### config.mk
export PLATFORM = sky130hd
export DESIGN_NAME = dsam_front
export DESIGN_NICKNAME = d
export VERILOG_FILES = /design/src/dsam_pkg.sv /design/src/dsam_front.sv
export SDC_FILE = /design/constraint.sdc
export NUM_CORES = 2
export LEC_CHECK = 0
export BUFFER_PORTS_ARGS = -buffer_cell sky130_fd_sc_hd__buf_2
export CAP_MARGIN = 10
export CORE_UTILIZATION = 57
export CTS_CLUSTER_SIZE = 12
export DETAILED_ROUTE_END_ITERATION = 12
export GPL_TIMING_DRIVEN = 0
export PLACE_DENSITY = 0.87
export RECOVER_POWER = 25
export SLEW_MARGIN = 15
export SYNTH_ARGS = -nofsm -noshare
export SYNTH_HDL_FRONTEND = slang
export SYNTH_SLANG_ARGS = --single-unit
### constraint.sdc
create_clock -name clock -period 8.7 [get_ports clock]
set_clock_uncertainty 0.05 [all_clocks]
set_input_delay 2.175 -clock clock [delete_from_list [all_inputs] [get_ports clock]]
set_output_delay 2.175 -clock clock [all_outputs]
set_load 0.02 [all_outputs]
### src/dsam_pkg.sv
// Shared constants, types and tables of the decimal add/subtract/multiply block.
// Depends on nothing.
`default_nettype none
package dsam_pkg;

   localparam int MAX_DIGITS    = 7;
   localparam int MIN_DIGITS    = 3;
   localparam int EXPONENT_BITS = 16;
   localparam int MANT_W        = 25;
   localparam int OP_W          = 2;
   localparam int DIG_W         = 3;
   localparam int ALIGN_MAX     = 9;
   localparam int POW_MAX       = 19;
   localparam int CNT_W         = 5;

   // product magnitude, signed sum, internal exponent
   localparam int PW = 2 * MANT_W - 1;
   localparam int OW = MANT_W + 2;
   localparam int EW = EXPONENT_BITS + 2;
   localparam int QLOG = $clog2(64'd10 ** MAX_DIGITS);
   localparam int QW = (MANT_W > QLOG) ? MANT_W : QLOG;

   localparam logic [OP_W-1:0] OP_ADD = 2'd0;
   localparam logic [OP_W-1:0] OP_SUB = 2'd1;
   localparam logic [OP_W-1:0] OP_MUL = 2'd2;

   localparam logic signed [EW-1:0] EXP_MAX = EW'((64'sd1 <<< (EXPONENT_BITS - 1)) - 1);
   localparam logic signed [EW-1:0] EXP_MIN = EW'(-(64'sd1 <<< (EXPONENT_BITS - 1)));

   // side data that travels with an item through a divider
   typedef struct packed {
      logic                    mul;
      logic                    neg;
      logic signed [OW-1:0]    other;
      logic        [PW-1:0]    prod;
      logic signed [EW-1:0]    exp;
      logic        [DIG_W-1:0] digits;
      logic        [DIG_W-1:0] up;
   } tag_type;

   function automatic logic [63:0] pow10_fn(input logic [CNT_W-1:0] n);
      logic [63:0] v;
      case (n)
         5'd0:  v = 64'd1;
         5'd1:  v = 64'd10;
         5'd2:  v = 64'd100;
         5'd3:  v = 64'd1000;
         5'd4:  v = 64'd10000;
         5'd5:  v = 64'd100000;
         5'd6:  v = 64'd1000000;
         5'd7:  v = 64'd10000000;
         5'd8:  v = 64'd100000000;
         5'd9:  v = 64'd1000000000;
         5'd10: v = 64'd10000000000;
         5'd11: v = 64'd100000000000;
         5'd12: v = 64'd1000000000000;
         5'd13: v = 64'd10000000000000;
         5'd14: v = 64'd100000000000000;
         5'd15: v = 64'd1000000000000000;
         5'd16: v = 64'd10000000000000000;
         5'd17: v = 64'd100000000000000000;
         5'd18: v = 64'd1000000000000000000;
         5'd19: v = 64'd10000000000000000000;
         default: v = 64'd0;
      endcase
      return v;
   endfunction

   function automatic logic [DIG_W-1:0] clamp_digits(input logic [DIG_W-1:0] d);
      logic [DIG_W-1:0] r;
      if (d < DIG_W'(MIN_DIGITS)) r = DIG_W'(MIN_DIGITS);
      else if (d > DIG_W'(MAX_DIGITS)) r = DIG_W'(MAX_DIGITS);
      else r = d;
      return r;
   endfunction

endpackage
`default_nettype wire

### src/dsam_front.sv
// Input register, operand decode, exponent alignment set-up and mantissa multiply.
// Depends on dsam_pkg.
`default_nettype none
module dsam_front (
   input  wire logic                                  clock,
   input  wire logic                                  reset,
   input  wire logic                                  en,
   input  wire logic                                  in_valid,
   input  wire logic [dsam_pkg::OP_W-1:0]             operation,
   input  wire logic signed [dsam_pkg::MANT_W-1:0]    a_mantissa,
   input  wire logic signed [dsam_pkg::EXPONENT_BITS-1:0] a_exponent,
   input  wire logic [dsam_pkg::DIG_W-1:0]            a_digits,
   input  wire logic signed [dsam_pkg::MANT_W-1:0]    b_mantissa,
   input  wire logic signed [dsam_pkg::EXPONENT_BITS-1:0] b_exponent,
   input  wire logic [dsam_pkg::DIG_W-1:0]            b_digits,
   output logic                                       out_valid,
   output logic [dsam_pkg::PW-1:0]                    dividend,
   output logic [dsam_pkg::PW-1:0]                    divisor,
   output dsam_pkg::tag_type                          tag
);
   localparam int EB = dsam_pkg::EXPONENT_BITS;
   localparam int OW = dsam_pkg::OW;
   localparam int PW = dsam_pkg::PW;
   localparam int MW = dsam_pkg::MANT_W;
   localparam int EW = dsam_pkg::EW;
   localparam int DW = dsam_pkg::DIG_W;

   logic                   in_v_ff;
   logic [dsam_pkg::OP_W-1:0] op_ff;
   logic signed [MW-1:0]   am_ff, bm_ff;
   logic signed [EB-1:0]   ae_ff, be_ff;
   logic [DW-1:0]          ad_ff, bd_ff;

   logic                   v_ff;
   logic [PW-1:0]          dividend_ff, divisor_ff;
   dsam_pkg::tag_type      tag_ff;

   logic                   is_mul, a_lt, flush;
   logic [DW-1:0]          ad, bd;
   logic signed [OW-1:0]   a_ext, b_ext, b_eff, x, other;
   logic [OW-1:0]          x_mag;
   logic signed [EB:0]     diff;
   logic [63:0]            pow_div;
   logic [MW-1:0]          a_abs, b_abs;
   logic [2*MW-1:0]        prod;
   logic [PW-1:0]          dividend_in, divisor_in;
   dsam_pkg::tag_type      tag_in;

   // capture the transfer
   always_ff @(posedge clock) begin
      if (reset) begin
         in_v_ff <= 1'b0;
      end else if (en) begin
         in_v_ff <= in_valid;
      end
   end

   always_ff @(posedge clock) begin
      if (en) begin
         op_ff <= operation;
         am_ff <= a_mantissa;
         ae_ff <= a_exponent;
         ad_ff <= a_digits;
         bm_ff <= b_mantissa;
         be_ff <= b_exponent;
         bd_ff <= b_digits;
      end
   end

   // decode, pick the operand to align, multiply magnitudes
   always_comb begin
      is_mul = !(op_ff == dsam_pkg::OP_ADD || op_ff == dsam_pkg::OP_SUB);
      ad     = dsam_pkg::clamp_digits(ad_ff);
      bd     = dsam_pkg::clamp_digits(bd_ff);
      a_ext  = OW'(am_ff);
      b_ext  = OW'(bm_ff);
      b_eff  = (op_ff == dsam_pkg::OP_SUB) ? -b_ext : b_ext;
      a_lt   = ae_ff < be_ff;
      diff   = a_lt ? ((EB+1)'(be_ff) - (EB+1)'(ae_ff)) : ((EB+1)'(ae_ff) - (EB+1)'(be_ff));
      flush  = diff > (EB+1)'(dsam_pkg::ALIGN_MAX);
      pow_div = dsam_pkg::pow10_fn(diff[dsam_pkg::CNT_W-1:0]);
      x      = a_lt ? a_ext : b_eff;
      other  = a_lt ? b_eff : a_ext;
      x_mag  = x[OW-1] ? OW'(-x) : OW'(x);
      a_abs  = am_ff[MW-1] ? MW'(-am_ff) : MW'(am_ff);
      b_abs  = bm_ff[MW-1] ? MW'(-bm_ff) : MW'(bm_ff);
      prod   = a_abs * b_abs;

      tag_in        = '0;
      tag_in.mul    = is_mul;
      tag_in.up     = '0;
      if (is_mul) begin
         dividend_in   = '0;
         divisor_in    = PW'(1);
         tag_in.neg    = am_ff[MW-1] ^ bm_ff[MW-1];
         tag_in.prod   = prod[PW-1:0];
         tag_in.exp    = EW'(ae_ff) + EW'(be_ff);
         tag_in.digits = (ad < bd) ? ad : bd;
      end else begin
         dividend_in   = flush ? '0 : PW'(x_mag);
         divisor_in    = flush ? PW'(1) : pow_div[PW-1:0];
         tag_in.neg    = x[OW-1];
         tag_in.other  = other;
         tag_in.exp    = a_lt ? EW'(be_ff) : EW'(ae_ff);
         tag_in.digits = ad;
      end
   end

   always_ff @(posedge clock) begin
      if (reset) begin
         v_ff <= 1'b0;
      end else if (en) begin
         v_ff <= in_v_ff;
      end
   end

   always_ff @(posedge clock) begin
      if (en) begin
         dividend_ff <= dividend_in;
         divisor_ff  <= divisor_in;
         tag_ff      <= tag_in;
      end
   end

   assign out_valid = v_ff;
   assign dividend  = dividend_ff;
   assign divisor   = divisor_ff;
   assign tag       = tag_ff;
endmodule
`default_nettype wire

==> Flow_metrics.wiki <==
{| class="wikitable"
! Metric !! Value
|-
| Top library cells by usage in the layout, fill and taps aside || sky130_fd_sc_hd__inv_1 (624), sky130_fd_sc_hd__nand2_1 (564), sky130_fd_sc_hd__fa_1 (520)
|-
| Layout Nets || 5157
|-
| Share of the synthesized area in the top cell type || roughly 30%
|-
| Yosys warns || 0
|-
| Violated checks || max-capacitance violations, max-slew violations, negative setup slack
|-
| Clock insertion delay at the later pin of the skew report || 640 ps
|-
| Number of distinct library cell variants in the gate-level netlist after synthesis || 92
|-
| Final setup TNS || -15020 ps
|-
| Count of nets left with antenna violations after detail routing || 0
|-
| Crit Reg-Reg Endpoint || tag[70]
|-
| Adder-Cell Fraction of Synth Area || 38.4%
|-
| Leading cell type in the layout, fill and taps excluded || sky130_fd_sc_hd__inv_1
|-
| Classification of the worst setup path || reg -> reg
|-
| Core area || between 60000 and 70000 sq um
|-
| Number of cells on the worst reg-to-reg path || 32
|-
| Data arrival time of the critical path || 9900 ps
|-
| Area added between synthesis and finish || 16.5%
|-
| Count of maximum capacitance violations || 1
|-
| Count of standard-cell rows || 91
|-
| Dominant combinational cell family by area after synthesis || adder cells
|-
| Initial DRC Count || 3107
|-
| DR vias || 30545
|-
| Half-perimeter wire length after placement || 91.1 mm
|-
| Number of hold violations in the final report || 0
|-
| Required time of the critical path || 9020 ps
|-
| Hold Path Class || reg -> reg
|-
| Kind of start point of the critical path || flip-flop
|-
| Critical path endpoint category || flip-flop
|-
| Worst slack after detailed placement || -2410 ps
|-
| I/O pin count || between 200 and 300
|-
| Final setup violating endpoints || 25
|-
| DR vias/cell || between 5 and 6
|-
| Proportion of synthesized area in mux cells || 0.603%
|-
| Dominant register cell in the synthesized netlist || sky130_fd_sc_hd__edfxtp_1
|-
| H-tree depth reported by CTS || 1
|-
| Xor and xnor fraction of the mapped netlist area || 5.00%
|-
| Most area-consuming cells after synthesis || sky130_fd_sc_hd__fa_1 (30%), sky130_fd_sc_hd__edfxtp_1 (22%), sky130_fd_sc_hd__ha_1 (8.6%)
|-
| CTS root buffer || sky130_fd_sc_hd__clkbuf_16
|-
| Count of fill cells added during filler insertion || approximately 4800
|-
| Number of max-slew violations in the final report || 77
|-
| Unrepaired setup endpoints after global routing || yes
|-
| Post-synth design cell area || 35500 sq um
|-
| Area occupied by multi-input gates || 25500 sq um
|-
| Total clock buffers created by CTS || 30
|-
| Area enclosed by the die boundary || 63300 sq um
|-
| Mean instance size in the synthesized netlist || 9.20 sq um
|-
| Non-filler cells in the finished layout || about 5200
|-
| Slowest cell on the critical path || sky130_fd_sc_hd__fa_1
|-
| Horiz. Die Dim || 252 um
|-
| Global-route wire length before repair || 179 mm
|-
| Clock transition at path regs || roughly 60 ps
|-
| Most used cell, CP || sky130_fd_sc_hd__fa_1
|-
| Number of antenna violations at the first check in global routing || 17
|-
| Fin crit period || 9580 ps
|-
| Routed wirelength normalized by instance count || 23.1 um
|-
| Post-synthesis cell type with the largest combined area || sky130_fd_sc_hd__fa_1
|-
| Compound-gate portion of the synthesized area || 8.96%
|-
| Register area || 7970 sq um
|-
| Basic-gate share of the synthesized area counting and, or, nand and nor cells || 15.1%
|-
| Count of flip-flops with a built-in enable after synthesis || 264
|-
| TritonCTS clock tree || built
|-
| Relative slew slack || -173%
|-
| Fraction of final layout cells with drive strength greater than 1 || 16.5%
|-
| Clk sinks || 266
|-
| CP max stage delay || 570 ps
|-
| Actual slew at the worst max-slew pin || 4100 ps
|-
| Chip Height || 252 um
|-
| #FFs+latches synth || 266
|-
| Number of global-route vias before repair || 30786
|-
| # placed instances || about 5000
|-
| Ratio of final minimum period to clock period || 110%
|-
| Start point of the critical path || am_ff[2]
|-
| Worst reg-to-reg setup slack || -880 ps
|-
| Total iterations of the first detailed-routing run || 9
|-
| Final GP Congestion || 1.05
|-
| Largest fanout of any net on the critical path || 6
|-
| Buffers from clock root to sink, at most || 3
|-
| Final worst hold slack || 454 ps
|-
| Share of flip-flops with an asynchronous set or reset || 0%
|-
| Post-CTS Hold Buffers || 0
|-
| Achievable frequency || 104 MHz
|-
| Total global-route track usage || 37.5%
|-
| Worst Min Path Start || out_valid
|-
| Crit path to || tag[70]
|-
| Outcome || finished with violations
|-
| Starting density of the core || between 50% and 60%
|-
| Final critical-path setup slack || -881 ps
|-
| Post-synthesis instance total || 3859
|-
| Port-buffer cells || 269
|-
| Congestion Overflow GR || 0
|-
| Wire length reported by the detailed router || 119 mm
|-
| Largest net degree at the start of global routing || 111
|-
| Worst flop-to-flop path startpoint || am_ff[2]
|-
| Register area share after synthesis || between 20% and 30%
|-
| # DRC || 0
|}
-- layout make-up --
class                           count  share of cell area, %
Antenna cell                        5                 0.0303
Clock buffer                       39                   1.90
Buffer                            216                   2.68
Clock inverter                     13                  0.484
Tap cell                          837                   2.53
Sequential cell                   266                   19.3
Timing Repair Buffer              378                   5.63
Multi-Input combinational cell   2754                   61.6
Inverter                          646                   5.88
-- Yosys cell counts, types with 22 or more instances --
library cell / instances
sky130_fd_sc_hd__o21ai_0: 98
sky130_fd_sc_hd__a211oi_1: 24
sky130_fd_sc_hd__a21oi_1: 146
sky130_fd_sc_hd__xnor2_1: 130
sky130_fd_sc_hd__nand3_1: 28
sky130_fd_sc_hd__a31oi_1: 22
sky130_fd_sc_hd__and2_1: 42
sky130_fd_sc_hd__fa_1: 528
sky130_fd_sc_hd__inv_1: 643
sky130_fd_sc_hd__edfxtp_1: 264
sky130_fd_sc_hd__xor2_1: 69
sky130_fd_sc_hd__nor2_1: 422
sky130_fd_sc_hd__ha_1: 243
sky130_fd_sc_hd__buf_2: 23
sky130_fd_sc_hd__clkbuf_1: 148
sky130_fd_sc_hd__o31ai_1: 22
sky130_fd_sc_hd__nand2b_1: 25
sky130_fd_sc_hd__nand2_1: 566
sky130_fd_sc_hd__nor3_1: 43
sky130_fd_sc_hd__a21o_1: 35
sky130_fd_sc_hd__nor2b_1: 22
sky130_fd_sc_hd__buf_4: 28
-- registers in the layout, indices dropped and copies added, names as in the netlist --
| register | cells |
|---|---|
| am_ff | 25 |
| in_v_ff | 1 |
| bd_ff | 3 |
| dividend | 27 |
| bm_ff | 25 |
| out_valid | 1 |
| be_ff | 16 |
| tag | 98 |
| divisor | 47 |
| pow_div | 2 |
| ae_ff | 16 |
| ad_ff | 3 |
| op_ff | 2 |
-- worst min-delay path by stage --
| stage | cells past startpoint | to | slack, ps |
|---|---|---|---|
| finish | 2 | out_valid | 450 |
| global route | 2 | out_valid | 500 |
| CTS | 2 | out_valid | 460 |
| detailed placement | 2 | out_valid | 450 |
| global placement | 2 | out_valid | 420 |
| floorplan | 2 | in_v_ff | 410 |
-- worst max-delay path, delay by kind of cell (launching register included) --
kind | cells | cell delay (ps)
fa+ha+maj | 8 | 3900
buf+inv | 7 | 910
flops | 1 | 430
compound gates | 6 | 1420
simple gates | 9 | 2140
xor+xnor | 2 | 440
-- what timing repair did --
item / in CTS / in global routing
buffers inserted: 62 / 43
pin swaps: 96 / 63
endpoints found under the setup margin: 37 / 32
gates resized for setup: 176 / 123
-- through the flow --
step / area, sq um / utilization, %
floorplan: 35700 / -
global placement: 38100 / 61.9
detailed placement: 38300 / 62.2
CTS: 40600 / 66.0
global route: 41400 / 67.1
finish: 41400 / 67.1
-- layer usage --
layer / vias to the layer above / GRT usage (%) / routed length (um)
li1: 13070 / - / -
met1: 14811 / 46.3 / 42400
met2: 2118 / 60.5 / 54100
met3: 524 / 8.75 / 13800
met4: 22 / 21.8 / 8510
met5: - / 0 / 130
-- cells by family after synthesis --
logic type	Yosys count
compound gates	486
fa+ha+maj	771
simple gates	1249
flops	266
other cells	1
xor+xnor	201
mux	21
buf+inv	864
Power is not shown: default switching activity piles up to over one toggle a cycle in this logic, so the estimate is an artifact.
