===== config.mk =====
export PLATFORM = sky130hd
export DESIGN_NAME = dsam_digits
export DESIGN_NICKNAME = d
export VERILOG_FILES = /design/src/dsam_pkg.sv /design/src/dsam_digits.sv
export SDC_FILE = /design/constraint.sdc
export NUM_CORES = 1
export LEC_CHECK = 0
export BUFFER_PORTS_ARGS = -buffer_cell sky130_fd_sc_hd__buf_2
export CORE_UTILIZATION = 55
export CTS_BUF_LIST = sky130_fd_sc_hd__clkbuf_2
export CTS_CLUSTER_SIZE = 25
export DETAILED_ROUTE_END_ITERATION = 10
export PLACE_DENSITY = 0.8
export SLEW_MARGIN = 20
export SYNTH_ARGS = -nofsm -noshare
export SYNTH_HDL_FRONTEND = slang
export SYNTH_SLANG_ARGS = --single-unit
export TNS_END_PERCENT = 50

===== constraint.sdc =====
create_clock -name clock -period 11.8 [get_ports clock]
set_clock_uncertainty 0.15 [all_clocks]
set_input_delay 2.36 -clock clock [delete_from_list [all_inputs] [get_ports clock]]
set_output_delay 2.36 -clock clock [all_outputs]
set_load 0.01 [all_outputs]

===== src/dsam_pkg.sv =====
// Shared constants, types and tables of the decimal add/subtract/multiply block.
// Depends on nothing.
`default_nettype none
package dsam_pkg;

   localparam int MAX_DIGITS    = 7;
   localparam int MIN_DIGITS    = 3;
   localparam int EXPONENT_BITS = 16;
   localparam int MANT_W        = 25;
   localparam int OP_W          = 2;
   localparam int DIG_W         = 3;
   localparam int ALIGN_MAX     = 9;
   localparam int POW_MAX       = 19;
   localparam int CNT_W         = 5;

   // product magnitude, signed sum, internal exponent
   localparam int PW = 2 * MANT_W - 1;
   localparam int OW = MANT_W + 2;
   localparam int EW = EXPONENT_BITS + 2;
   localparam int QLOG = $clog2(64'd10 ** MAX_DIGITS);
   localparam int QW = (MANT_W > QLOG) ? MANT_W : QLOG;

   localparam logic [OP_W-1:0] OP_ADD = 2'd0;
   localparam logic [OP_W-1:0] OP_SUB = 2'd1;
   localparam logic [OP_W-1:0] OP_MUL = 2'd2;

   localparam logic signed [EW-1:0] EXP_MAX = EW'((64'sd1 <<< (EXPONENT_BITS - 1)) - 1);
   localparam logic signed [EW-1:0] EXP_MIN = EW'(-(64'sd1 <<< (EXPONENT_BITS - 1)));

   // side data that travels with an item through a divider
   typedef struct packed {
      logic                    mul;
      logic                    neg;
      logic signed [OW-1:0]    other;
      logic        [PW-1:0]    prod;
      logic signed [EW-1:0]    exp;
      logic        [DIG_W-1:0] digits;
      logic        [DIG_W-1:0] up;
   } tag_type;

   function automatic logic [63:0] pow10_fn(input logic [CNT_W-1:0] n);
      logic [63:0] v;
      case (n)
         5'd0:  v = 64'd1;
         5'd1:  v = 64'd10;
         5'd2:  v = 64'd100;
         5'd3:  v = 64'd1000;
         5'd4:  v = 64'd10000;
         5'd5:  v = 64'd100000;
         5'd6:  v = 64'd1000000;
         5'd7:  v = 64'd10000000;
         5'd8:  v = 64'd100000000;
         5'd9:  v = 64'd1000000000;
         5'd10: v = 64'd10000000000;
         5'd11: v = 64'd100000000000;
         5'd12: v = 64'd1000000000000;
         5'd13: v = 64'd10000000000000;
         5'd14: v = 64'd100000000000000;
         5'd15: v = 64'd1000000000000000;
         5'd16: v = 64'd10000000000000000;
         5'd17: v = 64'd100000000000000000;
         5'd18: v = 64'd1000000000000000000;
         5'd19: v = 64'd10000000000000000000;
         default: v = 64'd0;
      endcase
      return v;
   endfunction

   function automatic logic [DIG_W-1:0] clamp_digits(input logic [DIG_W-1:0] d);
      logic [DIG_W-1:0] r;
      if (d < DIG_W'(MIN_DIGITS)) r = DIG_W'(MIN_DIGITS);
      else if (d > DIG_W'(MAX_DIGITS)) r = DIG_W'(MAX_DIGITS);
      else r = d;
      return r;
   endfunction

endpackage
`default_nettype wire


===== src/dsam_digits.sv =====
// Sum of aligned operands, digit count and choice of the normalizing divisor.
// Depends on dsam_pkg.
`default_nettype none
module dsam_digits (
   input  wire logic                    clock,
   input  wire logic                    reset,
   input  wire logic                    en,
   input  wire logic                    in_valid,
   input  wire logic [dsam_pkg::QW-1:0] quotient,
   input  wire dsam_pkg::tag_type       in_tag,
   output logic                         out_valid,
   output logic [dsam_pkg::PW-1:0]      dividend,
   output logic [dsam_pkg::PW-1:0]      divisor,
   output dsam_pkg::tag_type            out_tag
);
   localparam int PW = dsam_pkg::PW;
   localparam int OW = dsam_pkg::OW;
   localparam int EW = dsam_pkg::EW;
   localparam int CW = dsam_pkg::CNT_W;
   localparam int DW = dsam_pkg::DIG_W;
   localparam int NP = dsam_pkg::POW_MAX;

   logic signed [OW-1:0] q_s, sum;
   logic [OW-1:0]        sum_abs;
   logic [PW-1:0]        mag_in;
   dsam_pkg::tag_type    tag_a_in;

   logic                 va_ff;
   logic [PW-1:0]        mag_ff;
   dsam_pkg::tag_type    tag_a_ff;

   logic [NP-1:0]        ge;
   logic [CW-1:0]        n, k;
   logic [DW-1:0]        j;
   logic [63:0]          pow_k;
   dsam_pkg::tag_type    tag_b_in;

   logic                 vb_ff;
   logic [PW-1:0]        dividend_ff, divisor_ff;
   dsam_pkg::tag_type    tag_b_ff;

   // combine: product, or sum of aligned mantissas
   always_comb begin
      q_s      = OW'(quotient);
      sum      = in_tag.other + (in_tag.neg ? -q_s : q_s);
      sum_abs  = sum[OW-1] ? OW'(-sum) : OW'(sum);
      tag_a_in = in_tag;
      if (in_tag.mul) begin
         mag_in = in_tag.prod;
      end else begin
         mag_in       = PW'(sum_abs);
         tag_a_in.neg = sum[OW-1];
      end
   end

   always_ff @(posedge clock) begin
      if (reset) begin
         va_ff <= 1'b0;
      end else if (en) begin
         va_ff <= in_valid;
      end
   end

   always_ff @(posedge clock) begin
      if (en) begin
         mag_ff   <= mag_in;
         tag_a_ff <= tag_a_in;
      end
   end

   // count digits against the power table, derive down and up shifts
   always_comb begin
      for (int t = 1; t <= NP; t++) begin
         ge[t-1] = 64'(mag_ff) >= dsam_pkg::pow10_fn(CW'(t));
      end
      n = CW'($countones(ge)) + CW'(1);
      k = (n > CW'(tag_a_ff.digits)) ? (n - CW'(tag_a_ff.digits)) : '0;
      j = (n < CW'(tag_a_ff.digits)) ? DW'(CW'(tag_a_ff.digits) - n) : '0;
      pow_k        = dsam_pkg::pow10_fn(k);
      tag_b_in     = tag_a_ff;
      tag_b_in.exp = tag_a_ff.exp + EW'(k);
      tag_b_in.up  = j;
   end

   always_ff @(posedge clock) begin
      if (reset) begin
         vb_ff <= 1'b0;
      end else if (en) begin
         vb_ff <= va_ff;
      end
   end

   always_ff @(posedge clock) begin
      if (en) begin
         dividend_ff <= mag_ff;
         divisor_ff  <= pow_k[PW-1:0];
         tag_b_ff    <= tag_b_in;
      end
   end

   assign out_valid = vb_ff;
   assign dividend  = dividend_ff;
   assign divisor   = divisor_ff;
   assign out_tag   = tag_b_ff;
endmodule
`default_nettype wire


==> results of run 1 <==
-- metal layers --
layer / share of wire / up-vias / wire (um) / global-route usage
met1: 0.40 / 5775 / 16000 / 0.320
met2: 0.49 / 575 / 19800 / 0.434
met4: 0.027 / 0 / 1080 / 0.106
li1: - / 5711 / - / -
met3: 0.081 / 82 / 3270 / 0.0568
met5: 0 / - / 0 / 0
-- worst max-delay path by stage --
stage,startpoint,slack [ns],end
after floorplan,mag_ff[44],2.88,out_tag[20]
after global placement,mag_ff[44],1.81,out_tag[21]
after detailed placement,mag_ff[44],1.48,out_tag[23]
after CTS,mag_ff[44],1.45,out_tag[21]
after global routing,mag_ff[44],0.90,out_tag[21]
final,mag_ff[44],1.45,out_tag[21]
-- state kept, by name (all words and copies together) (netlist names) --
name       count
out_tag      102
tag_a_ff      99
dividend      49
mag_ff        49
divisor       47
pow_k          2
out_valid      1
va_ff          1
-- cell usage in the layout, fill, tap and decap left out, types with 8 or more instances in the layout --
| cell | netlist | routed |
|---|---|---|
| edfxtp_1 | 348 | 348 |
| buf_2 | 6 | 327 |
| clkbuf_2 | 0 | 119 |
| nand2_1 | 99 | 99 |
| nor2_1 | 77 | 77 |
| ha_1 | 55 | 55 |
| xnor2_1 | 54 | 54 |
| o21ai_0 | 53 | 53 |
| nand3_1 | 51 | 51 |
| a21oi_1 | 51 | 50 |
| inv_1 | 39 | 39 |
| and2_1 | 29 | 29 |
| nor3_1 | 26 | 26 |
| nand4_1 | 22 | 22 |
| xor2_1 | 21 | 21 |
| or3_1 | 19 | 19 |
| a31oi_1 | 16 | 16 |
| clkinv_1 | 1 | 15 |
| a21o_1 | 13 | 13 |
| nor4_1 | 12 | 12 |
| o31ai_1 | 12 | 12 |
| mux2_2 | 12 | 12 |
| fa_1 | 12 | 12 |
| a211oi_1 | 11 | 11 |
| o211ai_1 | 10 | 10 |
| o21bai_1 | 9 | 9 |
| or2_2 | 9 | 9 |
| o21ai_1 | 9 | 9 |
| and3_1 | 9 | 9 |
| nand2b_1 | 8 | 8 |
| nor2b_1 | 8 | 8 |
-- cells by family after synthesis --
kind of cell,Yosys count,synth area share
and+or+nand+nor,418,0.136
DFF,350,0.630
AOI/OAI and AO/OA,264,0.108
buffers and inverters,91,0.0214
xor gates and xnor gates,75,0.0394
adders and majority gates,67,0.0557
muxes,16,0.0105
-- per-stage QoR --
| step | hold slack [ns] | cell area, sq um | instances | setup WS (ns) |
|---|---|---|---|---|
| after floorplan | 0.250 | 16700 | 1281 | 2.88 |
| after global placement | 0.251 | 18600 | 1952 | 1.81 |
| after detailed placement | 0.255 | 18600 | 1952 | 1.48 |
| after CTS | 0.224 | 19400 | 2096 | 1.45 |
| after global routing | 0.221 | 19400 | 2099 | 0.903 |
| final | 0.242 | 19400 | 2101 | 1.45 |
-- cell usage after synthesis, types with 5 or more instances --
library cell  number  area share
nand3b_1           5      0.0023
o21ai_1            9      0.0027
and3_1             9      0.0034
nand3_1           51       0.015
nand2_1           99       0.022
mux2_2            12      0.0081
inv_1             39      0.0088
nor3_1            26      0.0078
or4_1              6      0.0027
a21o_1            13      0.0059
xnor2_1           54       0.028
or3_1             19      0.0071
nor2b_1            8      0.0030
fa_1              12       0.014
o211ai_1          10      0.0045
o21ai_0           53       0.016
ha_1              55       0.041
nor4_1            12      0.0045
o22ai_1            7      0.0026
a211oi_1          11      0.0050
and2_1            29       0.011
buf_2              6      0.0018
a22oi_1            6      0.0027
edfxtp_1         348        0.63
o21bai_1           9      0.0041
a21oi_1           51       0.015
o211a_1            5      0.0030
or2_2              9      0.0034
nand2b_1           8      0.0030
o31ai_1           12      0.0054
clkbuf_1          42      0.0095
xor2_1            21       0.011
nor2_1            77       0.017
a31oi_1           16      0.0060
nand4_1           22      0.0083
-- power by group --
group / total [W] / internal (W) / switching, W
registers: 0.00167 / 0.00157 / 0.0000925
clock network: 0.000812 / 0.000338 / 0.000473
logic: 0.000900 / 0.000332 / 0.000568
-- worst max-delay path, delay by kind of cell, from the launching register on --
family,cells,cell delay [ns]
AOI/OAI and AO/OA,6,1.57
xor gates and xnor gates,2,0.39
adders and majority gates,8,3.18
buffers and inverters,2,0.58
DFF,1,0.47
and+or+nand+nor,12,3.76
-- cell type report --
class | count | area (sq um)
inverter | 40 | 150
clock inverter | 25 | 193
timing repair buffer | 332 | 1680
clock buffer | 119 | 596
fill | 2304 | 10300
antenna | 5 | 12.5
multi-input combinational | 840 | 5820
sequential | 350 | 10500
tap | 390 | 488
==> metrics, run 1 <==
Power Dens Cells=between 150 and 200 mW/mm^2; Max Cap Viol=0; synthesis-to-finish area growth=16.6%; total design power=~0.0034 W; residual DRC count=0; antenna viol nets, final=0; minimum clock period=a little over 10 ns; final setup fails=0; final hold violation count=0; Critical R2R Capture=out_tag[21]; synthesized area=between 0.015 and 0.02 sq mm; Hold Buf Count CTS=0; LEAKAGE=between 7 and 8 nW; row cnt=between 60 and 70; drt wl/cell=19.1 um; I/O Buffers=between 300 and 400; Num Clock Sinks=350; initial antenna violation count=4; Hold Path End=out_tag[56]; routed vias=12,100; Syn Nets=1,479; Period Utilization, post-route=0.877; Synth async-reset ratio=0; hold path startpoint=tag_a_ff[56]; clock root cell=clkbuf_2; Max-Slew Margin vs Limit=0.305; Clk pin slew, worst setup/hold paths=about 0.09 ns; die area=0.0310 sq mm; register bit total from synthesis=350; Slew Viols, Final=0; CP Data Arrival Time=approximately 11 ns; DP HPWL=about 30 mm; CTS H-tree depth=3; vias in the first global route=roughly 12,000; CTS tree=yes; CP Capture Type=register; Hold/Removal Path Class=register to register; Synth Flop Type=edfxtp_1; IO Pins=between 300 and 400; CP max FO=17; CTS Buf Count=88; FF-to-FF setup slack=about 1.5 ns; Post-synth EDFFs=between 300 and 400; post-synth cell types=93; r2r worst-path depth=30; Total Routed Length=slightly above 40 mm; post_cts resized=0; crit start category=register; layout net count=about 1,900; initial core utilization=0.561; largest net degree at the start of global routing=127; DRT Pass-1 Iters=5; setup TNS=0 ns; Hold Path Depth=0; Seq/Total Area, Yosys=0.630; Core ar.=between 0.02 and 0.03 sq mm; first-pass GRT wire length=slightly above 60 mm; Worst path slowest cell=a211oi_1; fin util=0.654; worst slew pin tran=around 1.0 ns; share of cells above drive strength 1=0.299; Longest Clk Path Bufs=3; total congestion overflow=0; via density per instance=between 5 and 6; Peak VDD IR=about 0.00011 V; r2r startpoint=mag_ff[44]; Max Freq=96.7 MHz; gp weighted congestion=0.896; syn avg cell area=~13 sq um; CP max stage delay=0.79 ns; status=finished, final reports clean; Syn. warnings=0; Critical Path RT=between 10 and 15 ns; DIE HEIGHT=approximately 180 um; post-CTS setup buffer count=0; critical path type=register to register; Initial DRC Count=approximately 1,000; RSZ-0062 raised after global routing=no; die width=176 um; Worst-Skew Late Latency=~0.90 ns; Total GRT Usage=0.257; Synth Instances=1,281
(Power assumes the default switching activity.)
==> run 2, diff against run 1 <==
Settings changed: MAX_ROUTING_LAYER from default to met4, PLACE_DENSITY 0.8 to 0.86.
==> run 2 against run 1 <==
  * Die area did not move
  * Non-clock buffer count grew 1
  * Combinational power barely moved
  * Critical path depth stayed put
  * Sequential power is essentially flat
  * First-iteration DRC count up 24%
  * Power down 0.18%
  * Register-to-register slack worse by 0.09 ns
  * Sequential share of layout area barely moved
  * Global-route usage is 0.67 points higher
==> metrics, run 2 (synthesis gave the netlist of run 1 again) <==
DP HPWL=around 29 mm; Hold Path End=out_tag[28]; minimum clock period=around 10 ns; total congestion overflow=0; final hold violation count=0; CP top delay family=simple AND/OR/NAND/NOR gates; setup TNS=0 ns; Critical R2R Capture=out_tag[23]; r2r worst-path depth=30; post_cts resized=0; die area=just over 0.03 sq mm; area post-placement=0.0186 sq mm; Longest Clk Path Bufs=3; Hold Buf Count CTS=0; CTS Buf Count=86; initial antenna violation count=3; routed vias=approximately 12,000; final instance area=slightly below 0.02 sq mm; DRT Pass-1 Iters=5; Total Routed Length=between 40 and 50 mm; FF-to-FF setup slack=roughly 1.4 ns; drt wl/cell=between 15 and 20 um; crit start category=register; Max Freq=about 96 MHz; max FFs per register=102; Max Cap Viol=0; largest net degree at the start of global routing=about 130; final setup fails=0; Slew Viols, Final=0; status=finished, final reports clean; most frequent cells in the layout=edfxtp_1 (348), buf_2 (327), clkbuf_2 (125); clock root cell=clkbuf_2; hold path startpoint=tag_a_ff[28]; Hold Path Depth=0; initial core utilization=0.561; most common cell after layout, fill and taps aside=edfxtp_1; Initial DRC Count=1,269; Num Clock Sinks=350; die width=176 um; Critical Path RT=12.31 ns; CP Data Arrival Time=approximately 11 ns; Place WS=roughly 1.4 ns; critical path type=register to register; gp weighted congestion=slightly below 0.9; share of cells above drive strength 1=0.301; via density per instance=a little under 6; Period Utilization, post-route=0.885; IO Pins=roughly 330; CP Capture Type=register; non-filler cells, final=between 2,000 and 2,500; post-CTS setup buffer count=0; Peak VDD IR=roughly 0.00010 V; RSZ-0062 raised after global routing=no; buffer and inverter count on the worst path=2; Power Dens Cells=between 150 and 200 mW/mm^2; Hold/Removal Path Class=register to register; vias in the first global route=11,700; residual DRC count=0; CP max stage delay=0.84 ns; Core ar.=between 0.02 and 0.03 sq mm; first-pass GRT wire length=61.4 mm; Worst-Skew Late Latency=about 0.90 ns; I/O Buffers=around 330; Max-Slew Margin vs Limit=0.281; Total GRT Usage=0.264; Clk pin slew, worst setup/hold paths=around 0.11 ns; layout net count=~1,800; placed cells=1,953; r2r startpoint=mag_ff[44]; LEAKAGE=7.72 nW; antenna viol nets, final=0; DIE HEIGHT=176 um; synthesis-to-finish area growth=16.6%; CTS H-tree depth=3; row cnt=63; Worst path slowest cell=a211oi_1; final worst setup slack=approximately 1.4 ns; CTS tree=yes; CP max FO=17; worst slew pin tran=~1.1 ns
run 2: cell count changes in the layout (fill, tap and decap cells not counted), sizes merged:
cell      before  now
buf          332  333
diode          5    4
clkbuf       119  125
bufinv         3    2
clkinvlp       3    1
run 2: worst max-delay path by stage:
stage	from	to	slack, ns	cells past startpoint
finish	mag_ff[44]	out_tag[23]	1.36	30
global route	mag_ff[43]	out_tag[23]	0.61	30
CTS	mag_ff[44]	out_tag[23]	1.42	30
detailed placement	mag_ff[44]	out_tag[21]	1.42	30
global placement	mag_ff[44]	out_tag[21]	1.78	30
floorplan	mag_ff[44]	out_tag[20]	2.88	35
run 2: power by group:
part | total (W) | switching, W | leakage (nW) | internal, W
combinational | 0.000902 | 0.000570 | 3.67 | 0.000333
clock | 0.000806 | 0.000477 | 0.595 | 0.000328
sequential | 0.00166 | 0.0000901 | 3.46 | 0.00157
total | 0.00337 | 0.00114 | 7.72 | 0.00224
run 2: stage by stage:
step           power [W]  hold WS (ns)  utilization
4_1_cts          0.00339         0.171        0.653
5_1_grt          0.00355         0.190        0.654
3_5_place_dp     0.00258         0.255        0.627
3_3_place_gp     0.00256         0.250        0.627
2_1_floorplan    0.00225         0.250            -
6_report         0.00337         0.172        0.654
run 2: final cells by class:
class	instances	area, sq um
tap	390	488
clock inverter	22	158
antenna	4	10.0
multi-input combinational	840	5820
fill	2218	10300
sequential	350	10500
clock buffer	125	626
timing repair buffer	333	1690
inverter	40	150
run 2: routing by layer:
metal	vias up	global-route usage	part of all wire
li1	5718	-	-
met1	5791	0.327	0.40
met2	647	0.429	0.49
met3	82	0.0596	0.094
met4	0	0.0862	0.023
met5	-	-	0
