[src/dsam_pkg.sv]
// Shared constants, types and tables of the decimal add/subtract/multiply block.
// Depends on nothing.
`default_nettype none
package dsam_pkg;

   localparam int MAX_DIGITS    = 7;
   localparam int MIN_DIGITS    = 3;
   localparam int EXPONENT_BITS = 16;
   localparam int MANT_W        = 25;
   localparam int OP_W          = 2;
   localparam int DIG_W         = 3;
   localparam int ALIGN_MAX     = 9;
   localparam int POW_MAX       = 19;
   localparam int CNT_W         = 5;

   // product magnitude, signed sum, internal exponent
   localparam int PW = 2 * MANT_W - 1;
   localparam int OW = MANT_W + 2;
   localparam int EW = EXPONENT_BITS + 2;
   localparam int QLOG = $clog2(64'd10 ** MAX_DIGITS);
   localparam int QW = (MANT_W > QLOG) ? MANT_W : QLOG;

   localparam logic [OP_W-1:0] OP_ADD = 2'd0;
   localparam logic [OP_W-1:0] OP_SUB = 2'd1;
   localparam logic [OP_W-1:0] OP_MUL = 2'd2;

   localparam logic signed [EW-1:0] EXP_MAX = EW'((64'sd1 <<< (EXPONENT_BITS - 1)) - 1);
   localparam logic signed [EW-1:0] EXP_MIN = EW'(-(64'sd1 <<< (EXPONENT_BITS - 1)));

   // side data that travels with an item through a divider
   typedef struct packed {
      logic                    mul;
      logic                    neg;
      logic signed [OW-1:0]    other;
      logic        [PW-1:0]    prod;
      logic signed [EW-1:0]    exp;
      logic        [DIG_W-1:0] digits;
      logic        [DIG_W-1:0] up;
   } tag_type;

   function automatic logic [63:0] pow10_fn(input logic [CNT_W-1:0] n);
      logic [63:0] v;
      case (n)
         5'd0:  v = 64'd1;
         5'd1:  v = 64'd10;
         5'd2:  v = 64'd100;
         5'd3:  v = 64'd1000;
         5'd4:  v = 64'd10000;
         5'd5:  v = 64'd100000;
         5'd6:  v = 64'd1000000;
         5'd7:  v = 64'd10000000;
         5'd8:  v = 64'd100000000;
         5'd9:  v = 64'd1000000000;
         5'd10: v = 64'd10000000000;
         5'd11: v = 64'd100000000000;
         5'd12: v = 64'd1000000000000;
         5'd13: v = 64'd10000000000000;
         5'd14: v = 64'd100000000000000;
         5'd15: v = 64'd1000000000000000;
         5'd16: v = 64'd10000000000000000;
         5'd17: v = 64'd100000000000000000;
         5'd18: v = 64'd1000000000000000000;
         5'd19: v = 64'd10000000000000000000;
         default: v = 64'd0;
      endcase
      return v;
   endfunction

   function automatic logic [DIG_W-1:0] clamp_digits(input logic [DIG_W-1:0] d);
      logic [DIG_W-1:0] r;
      if (d < DIG_W'(MIN_DIGITS)) r = DIG_W'(MIN_DIGITS);
      else if (d > DIG_W'(MAX_DIGITS)) r = DIG_W'(MAX_DIGITS);
      else r = d;
      return r;
   endfunction

endpackage
`default_nettype wire

[src/dsam_final.sv]
// Upward scaling of short results, exponent saturation, sign and output register.
// Depends on dsam_pkg.
`default_nettype none
module dsam_final (
   input  wire logic                    clock,
   input  wire logic                    reset,
   input  wire logic                    en,
   input  wire logic                    in_valid,
   input  wire logic [dsam_pkg::QW-1:0] quotient,
   input  wire dsam_pkg::tag_type       in_tag,
   output logic                         out_valid,
   output logic signed [dsam_pkg::MANT_W-1:0]        result_mantissa,
   output logic signed [dsam_pkg::EXPONENT_BITS-1:0] result_exponent,
   output logic [dsam_pkg::DIG_W-1:0]   result_digits,
   output logic                         exponent_overflow
);
   localparam int QW = dsam_pkg::QW;
   localparam int EW = dsam_pkg::EW;
   localparam int MW = dsam_pkg::MANT_W;
   localparam int EB = dsam_pkg::EXPONENT_BITS;
   localparam int DW = dsam_pkg::DIG_W;

   logic [63:0]          pow_up;
   logic [2*QW-1:0]      scaled;
   logic                 f1_v_ff;
   logic [QW-1:0]        f1_mag_ff;
   logic                 f1_neg_ff;
   logic signed [EW-1:0] f1_exp_ff;
   logic [DW-1:0]        f1_dig_ff;

   logic signed [QW:0]   signed_mag;
   logic signed [MW-1:0] mant_in;
   logic signed [EW-1:0] exp_sat;
   logic                 ovf_in;

   logic                 out_v_ff;
   logic signed [MW-1:0] mant_ff;
   logic signed [EB-1:0] exp_ff;
   logic [DW-1:0]        dig_ff;
   logic                 ovf_ff;

   // scale up by the missing digits
   assign pow_up = dsam_pkg::pow10_fn(dsam_pkg::CNT_W'(in_tag.up));
   assign scaled = quotient * pow_up[QW-1:0];

   always_ff @(posedge clock) begin
      if (reset) begin
         f1_v_ff <= 1'b0;
      end else if (en) begin
         f1_v_ff <= in_valid;
      end
   end

   always_ff @(posedge clock) begin
      if (en) begin
         f1_mag_ff <= scaled[QW-1:0];
         f1_neg_ff <= in_tag.neg;
         f1_exp_ff <= in_tag.exp - EW'(in_tag.up);
         f1_dig_ff <= in_tag.digits;
      end
   end

   // zero result, saturation, sign
   always_comb begin
      signed_mag = f1_neg_ff ? -$signed({1'b0, f1_mag_ff}) : $signed({1'b0, f1_mag_ff});
      mant_in    = signed_mag[MW-1:0];
      ovf_in     = 1'b0;
      exp_sat    = f1_exp_ff;
      if (f1_mag_ff == '0) begin
         exp_sat = '0;
      end else if (f1_exp_ff > dsam_pkg::EXP_MAX) begin
         exp_sat = dsam_pkg::EXP_MAX;
         ovf_in  = 1'b1;
      end else if (f1_exp_ff < dsam_pkg::EXP_MIN) begin
         exp_sat = dsam_pkg::EXP_MIN;
         ovf_in  = 1'b1;
      end
   end

   always_ff @(posedge clock) begin
      if (reset) begin
         out_v_ff <= 1'b0;
      end else if (en) begin
         out_v_ff <= f1_v_ff;
      end
   end

   always_ff @(posedge clock) begin
      if (en) begin
         mant_ff <= mant_in;
         exp_ff  <= exp_sat[EB-1:0];
         dig_ff  <= f1_dig_ff;
         ovf_ff  <= ovf_in;
      end
   end

   assign out_valid         = out_v_ff;
   assign result_mantissa   = mant_ff;
   assign result_exponent   = exp_ff;
   assign result_digits     = dig_ff;
   assign exponent_overflow = ovf_ff;
endmodule
`default_nettype wire

[config.mk]
export PLATFORM = sky130hd
export DESIGN_NAME = dsam_final
export DESIGN_NICKNAME = d
export VERILOG_FILES = /design/src/dsam_pkg.sv /design/src/dsam_final.sv
export SDC_FILE = /design/constraint.sdc
export NUM_CORES = 1
export LEC_CHECK = 0
export ABC_AREA = 0
export BUFFER_PORTS_ARGS = -buffer_cell sky130_fd_sc_hd__buf_2
export CAP_MARGIN = 20
export CORE_UTILIZATION = 55
export CTS_CLUSTER_DIAMETER = 80
export DETAILED_ROUTE_END_ITERATION = 12
export PLACE_DENSITY = 0.86
export SLEW_MARGIN = 30
export SYNTH_ARGS = -nofsm -noshare
export SYNTH_HDL_FRONTEND = slang
export SYNTH_SLANG_ARGS = --single-unit
[constraint.sdc]
create_clock -name clock -period 27.7 [get_ports clock]
set_input_delay 6.925 -clock clock [delete_from_list [all_inputs] [get_ports clock]]
set_output_delay 6.925 -clock clock [all_outputs]
set_load 0.01 [all_outputs]
==> results.cfg, run 1 <==
[run]
drv_cap = 0

[worst_hold_path]
min_path_type = reg -> reg
min_to = result_digits[2]
hold_depth = 0
hp-start = f1_dig_ff[2]

[cells_and_area]
num-fill-cells = 1927
fin_util_pct = 61.18
areaGrowthSynthToFinish_pct = 7.836
finalNetCount = 1905
layout-drive-gt1-share_pct = 9.738

[die]
coreArea_mm2 = 0.02375
fp.dieH_um = 158.5
start_util_pct = 56.73
die_area_mm2 = 0.02513
io_pins = 177
die_w_um = 158.5
rows = 56

[sta]
rsz0062_at_grt = false
hold_viol = 0
skew_ns = 0.009936
period_share_pct = 52.44
final_max_slew_viol_count = 0
setup_tns_ns = 0
slew_headroom_pct = 31.75
period_minus_slack_ns = 14.53
finalSetupViolations = 0
fmax_ghz = 0.06885
tightestPinTransition_ns = 1.020

[detailed_routing]
drtAntennaViolNets = 0
wl_per_cell_um = 17.00
drt_iter0_drc = 745
vias = 9631
drtPass1Iterations = 5
viasPerCell = 5.447
drc = 0
wirelength_um = 30050

[global_routing]
grt_pass1_vias = 10119
grt_pass1_wl_um = 49430
grt-ovfl-total = 0
grt_use_total_pct = 25.64
antenna_found_initial = 0
grt_max_degree = 64

[critical_path]
cp-end-kind = register
critPathArrivalTime_ns = 14.61
rr_endpoint = result_exponent[0]
crit_start = in_tag[0]
cp_data_required_time_ns = 27.79
cp_max_fo = 25
rr_startpoint = f1_mag_ff[0]
cp-start-kind = primary input
timing_worst_setup_path_type = in -> reg
reg2reg_slack_ns = 25.01
reg2regPathDepth = 9

[logic_synthesis]
synth_cells = 1381
async_flop_share_pct = 0
avgSynthCellArea_um2 = 9.758
syn-cell-area_mm2 = 0.01348
synth_common_cells = inv_1 (315), fa_1 (209), nand2_1 (160)
ys_seq_area_share_pct = 20.80
synth_most_common_cell = inv_1
synth_fp_nets = 1843
synth_seq_cells = 94
synth_top_area_share_pct = 31.05
netlist_top_cells_area = fa_1 (31%), edfxtp_1 (21%), ha_1 (11%), inv_1 (8.8%), xnor2_1 (5.3%)
yosys_warnings = 0
synth_edf_count = 92
synth_largest_area_cell = fa_1
ys_types = 54
ys.flop_type = edfxtp_1

[power_and_ir_drop]
p_sw_share_pct = 44.03
seqPwrFrac_pct = 21.2
power_frac_clock_pct = 11.0
power_switching_w = 0.0005125
ir_drop_uv = 69.79
p_int_w = 0.0006514
powerDensity_mw_per_mm2 = 80.10
share_comb_of_total_power_pct = 67.8
leakagePower_nw = 7.051

[placement]
gp_congestion = 0.9274
port_buffers = 99
dp_hpwl_um = 23240

[clock_network]
cts_hold_buf = 0
clock_latency_ns = 0.34
post_cts_buffers = 0
h-tree-depth = 3
cts_tree = done
clk_path_buf_depth = 2
cts_sinks = 94
root_buffer = clkbuf_16
numCtsBuffers = 9
clk_pin_slew_ns = 0.06
post_cts_resized = 0

[status]
outcome = completed
## power groups by stage
stage / Sequential [W] / Clock (W) / Combinational [W]
final: 0.000247 / 0.000128 / 0.000789
after global routing: 0.000251 / 0.000134 / 0.000889
after CTS: 0.000247 / 0.000129 / 0.000789
after detailed placement: 0.000249 / 0 / 0.000783
after global placement: 0.000247 / 0 / 0.000752
after floorplan: 0.000253 / 0 / 0.000581
## metal layers
layer | share of wire (%) | global-route usage [%] | up-vias
met1 | 39 | 32.69 | 4709
li1 | - | - | 4366
met3 | 9.1 | 5.008 | 79
met2 | 49 | 43.42 | 477
met4 | 2.7 | 9.158 | 0
met5 | 0 | 0 | -
## worst max-delay path: stages
cell	delay [ns]
buf_2	0.30
inv_1	0.34
ha_1	0.53
and2_1	0.71
nand2_1	0.35
fa_1	0.52
fa_1	0.51
fa_1	0.56
inv_1	0.06
fa_1	0.41
fa_1	0.48
fa_1	0.55
inv_1	0.05
fa_1	0.48
inv_1	0.04
ha_1	0.34
a211oi_1	0.40
nand3_1	0.16
nand4_1	0.17
a221oi_2	0.11
a311o_1	0.39
a21oi_2	0.15
xnor2_1	0.07
## cell usage in the layout, fill, tap and decap left out, types with 3 or more instances in the layout
master and instances:
a21o_1 9, a21oi_1 17, a21oi_2 3, a31o_2 4
a31oi_1 6, and2_1 91, and3_1 48, buf_2 98
buf_4 8, clkbuf_16 9, edfxtp_1 92, fa_1 209
ha_1 122, inv_1 315, mux2i_1 3, nand2_1 160
nand2b_1 5, nand3_1 9, nand4_1 3, nor2_1 28
nor2b_1 9, nor3_1 14, o21a_1 18, o21ai_0 13
o31ai_1 6, or2_1 4, or3_1 4, or4_1 4
xnor2_1 81, xor2_1 22
## through the flow
step	cell area, µm²	total power (W)	worst slack [ns]	hold WS, ns	std cells
global route	14530	0.001275	12.91	0.4263	1767
detailed placement	14210	0.001032	12.96	0.4176	1751
CTS	14530	0.001164	13.33	0.4213	1767
floorplan	13480	0.0008342	14.27	0.4003	1381
global placement	14210	0.0009996	13.10	0.4031	1751
finish	14530	0.001164	13.17	0.4201	1768
## logic make-up (layout without fill, tap and decap cells)
kind of cell | count (synthesis) | after routing | synth area share, %
adders and majority gates | 331 | 331 | 42.38
buffers and inverters | 370 | 437 | 10.41
xor gates and xnor gates | 103 | 103 | 6.694
other | 0 | 1 | 0
and+or+nand+nor | 386 | 386 | 14.37
DFF | 94 | 94 | 20.80
muxes | 4 | 4 | 0.3064
AOI/OAI and AO/OA | 93 | 93 | 5.042
## state kept, by name (all words and copies together), names as in the netlist
register	count
f1_dig_ff	3
f1_exp_ff	18
f1_neg_ff	1
result_digits	3
result_exponent	16
f1_mag_ff	25
result_mantissa	25
out_valid	1
exponent_overflow	1
f1_v_ff	1
## cell type report
type	instances	area [µm²]	area share (%)
clock buffers	12	246.5	1.696
clock inverters	4	72.57	0.4994
multi-input cells	917	9275	63.83
well taps	319	399.1	2.747
flip-flops and latches	94	2803	19.29
repair buffers	106	550.5	3.789
inverters	315	1182	8.137
diodes	1	2.502	0.01722
## worst max path at each step
| stage | end | slack (ns) | cells past startpoint |
|---|---|---|---|
| floorplan | f1_mag_ff[24] | 14.27 | 26 |
| global placement | f1_mag_ff[24] | 13.10 | 24 |
| detailed placement | f1_mag_ff[24] | 12.96 | 24 |
| CTS | f1_mag_ff[23] | 13.33 | 23 |
| global route | f1_mag_ff[23] | 12.91 | 23 |
| finish | f1_mag_ff[23] | 13.17 | 23 |
Note: power is estimated with default switching activity, not from simulation.
==> inputs of run 2 (changes only) <==
--- a/config.mk
+++ b/config.mk
@@ -5,13 +5,13 @@
 export SDC_FILE = /design/constraint.sdc
 export NUM_CORES = 1
 export LEC_CHECK = 0
-export ABC_AREA = 0
+export ABC_AREA = 1
 export BUFFER_PORTS_ARGS = -buffer_cell sky130_fd_sc_hd__buf_2
 export CAP_MARGIN = 20
 export CORE_UTILIZATION = 55
 export CTS_CLUSTER_DIAMETER = 80
 export DETAILED_ROUTE_END_ITERATION = 12
-export PLACE_DENSITY = 0.86
+export PLACE_DENSITY = 0.85
 export SLEW_MARGIN = 30
 export SYNTH_ARGS = -nofsm -noshare
 export SYNTH_HDL_FRONTEND = slang
==> constraint.sdc (replaced) <==
create_clock -name clock -period 15.2 [get_ports clock]
set_input_delay 3.8 -clock clock [delete_from_list [all_inputs] [get_ports clock]]
set_output_delay 3.8 -clock clock [all_outputs]
set_load 0.01 [all_outputs]
==> results.cfg, run 2 <==
[status]
outcome = completed

[cells_and_area]
layout-drive-gt1-share_pct = 7.965
final_common_cell = inv_1
finalNetCount = 2177
finalNonFillerCells = 2044
areaGrowthSynthToFinish_pct = 7.653
num_antenna_cells = 0
final_cell_mix = inv_1 (427), nand2_1 (288), nor2_1 (235), fa_1 (209), ha_1 (122)

[critical_path]
cp_data_required_time_ns = 15.31
crit_path_end = f1_mag_ff[24]
rr_endpoint = result_exponent[8]
critPathArrivalTime_ns = 11.09
cp_max_fo = 23
timing_worst_setup_path_type = in -> reg
cp-start-kind = primary input
crit_start = in_tag[2]
reg2reg_slack_ns = 12.61
rr_startpoint = f1_mag_ff[0]
reg2regPathDepth = 13
cp-end-kind = register

[sta]
tightestPinTransition_ns = 0.8360
hold_viol = 0
fmax_ghz = 0.09111
period_share_pct = 72.21
final_max_slew_viol_count = 0
period_minus_slack_ns = 10.98
skew_ns = 0.01060
setup_tns_ns = 0
rsz0062_at_grt = false
slew_headroom_pct = 44.27
finalSetupViolations = 0

[clock_network]
clk_path_buf_depth = 2
h-tree-depth = 3
cts_hold_buf = 0
numCtsBuffers = 9
clk_pin_slew_ns = 0.07
cts_sinks = 94
cts_tree = done
clock_latency_ns = 0.35
post_cts_buffers = 0
root_buffer = clkbuf_16
post_cts_resized = 0

[placement]
dp_hpwl_um = 27500
gp_congestion = 0.9637
port_buffers = 99
placed_cells = 2028

[die]
rows = 57
io_pins = 177
die_area_mm2 = 0.02567
fp.dieH_um = 160.2
coreArea_mm2 = 0.02446
start_util_pct = 56.28
die_w_um = 160.2

[global_routing]
antenna_found_initial = 0
grt-ovfl-total = 0
grt_pass1_wl_um = 54120
grt_max_degree = 72
grt_use_total_pct = 26.95
grt_pass1_vias = 11306

[logic_synthesis]
synth_most_common_cell = inv_1
synth_compound_area_share_pct = 3.045
synthMuxAreaShare_pct = 0
syn-cell-area_mm2 = 0.01377
synth_xor_area_share_pct = 4.390
synth_seq_cells = 94
synth_cells = 1641
synth_largest_area_cell = fa_1
synth_edf_count = 92
synthSimpleGateAreaFrac_pct = 17.73
synth_common_cells = inv_1 (427), nand2_1 (288), nor2_1 (235)
synth_top_family_by_area = adder cells
async_flop_share_pct = 0
synth_fp_nets = 2103
avgSynthCellArea_um2 = 8.389
synthAdderAreaFrac_pct = 41.48
ys_types = 42
yosys_warnings = 0
netlist_top_cells_area = fa_1 (30%), edfxtp_1 (20%), inv_1 (12%), ha_1 (11%), nand2_1 (7.9%)
ys.flop_type = edfxtp_1
synth_top_area_share_pct = 30.39
ys_seq_area_share_pct = 20.36

[detailed_routing]
drtPass1Iterations = 5
wirelength_um = 33070
wl_per_cell_um = 16.18
drt_iter0_drc = 924
viasPerCell = 5.320
vias = 10874
drc = 0
drtAntennaViolNets = 0

[power_and_ir_drop]
leakagePower_nw = 7.694
total_power_w = 0.002326
ir_drop_uv = 163.3
powerDensity_mw_per_mm2 = 157.0

[worst_hold_path]
min_path_type = reg -> reg

[run]
drv_cap = 0
## run 2: cell count changes in the layout (fill, tap and decap cells not counted), sizes merged, moves of 39 or more
cell	before	now
nand3	9	48
and3	48	1
nor2	30	242
inv	315	433
and2	91	0
xnor2	81	29
nand2	160	291
## run 2: worst min path at each step
stage	startpoint	end	slack, ns	cells past startpoint
global placement	f1_dig_ff[1]	result_digits[1]	0.40	0
finish	f1_dig_ff[1]	result_digits[1]	0.43	0
detailed placement	f1_dig_ff[2]	result_digits[2]	0.41	0
floorplan	f1_dig_ff[0]	result_digits[0]	0.40	0
global route	f1_dig_ff[0]	result_digits[0]	0.46	0
CTS	f1_dig_ff[2]	result_digits[2]	0.44	0
## run 2: worst max-delay path, cell delays in order
cell and delay, ns:
buf_2 0.45, inv_2 0.23, nand2_1 0.41, nand2_1 0.47, inv_1 0.29, nand2_1 0.11, fa_1 0.54, inv_1 0.05
fa_1 0.51, inv_1 0.06, fa_1 0.47, inv_1 0.05, fa_1 0.51, fa_1 0.48, fa_1 0.56, inv_1 0.06
fa_1 0.55, inv_1 0.07, ha_1 0.37, inv_1 0.10, o21bai_1 0.10, a221oi_1 0.25, nand3b_1 0.11, nor2_1 0.28
inv_1 0.07, nand2_1 0.07, nand2_1 0.04
## run 2: final cells by class
type	instances	area (µm²)
clock buffer	9	225.2
clock inverter	7	73.82
fill	2014	9642
inverter	434	1629
multi-input combinational	1076	9179
sequential	94	2803
tap	324	405.4
timing repair buffer	100	505.5
## run 2: report_power, final
part | internal (W) | switching [W] | total, W
sequential | 0.000420 | 0.0000340 | 0.000454
clock | 0.000116 | 0.000101 | 0.000217
combinational | 0.000627 | 0.00103 | 0.00166
total | 0.00116 | 0.00116 | 0.00233
## run 2: per-layer routing
metal / share of wire (%) / track usage [%] / routed length (µm)
met5: 0 / 0 / 0
met4: 6.0 / 15.24 / 1969
met3: 7.3 / 3.091 / 2402
met2: 48 / 46.62 / 16020
met1: 38 / 32.77 / 12680
## run 2: through the flow
step	hold slack [ns]	worst slack [ns]	utilization [%]	instance area, µm²
2_1_floorplan	0.4003	5.319	-	13770
3_3_place_gp	0.4042	3.975	59.35	14520
3_5_place_dp	0.4130	3.934	59.36	14520
4_1_cts	0.4391	4.281	60.59	14820
5_1_grt	0.4594	3.829	60.59	14820
6_report	0.4317	4.225	60.59	14820
## run 2: logic make-up after synthesis
group           count (synthesis)
fa+ha+maj                     331
xor+xnor                       69
simple gates                  603
buf+inv                       471
flops                          94
compound gates                 73
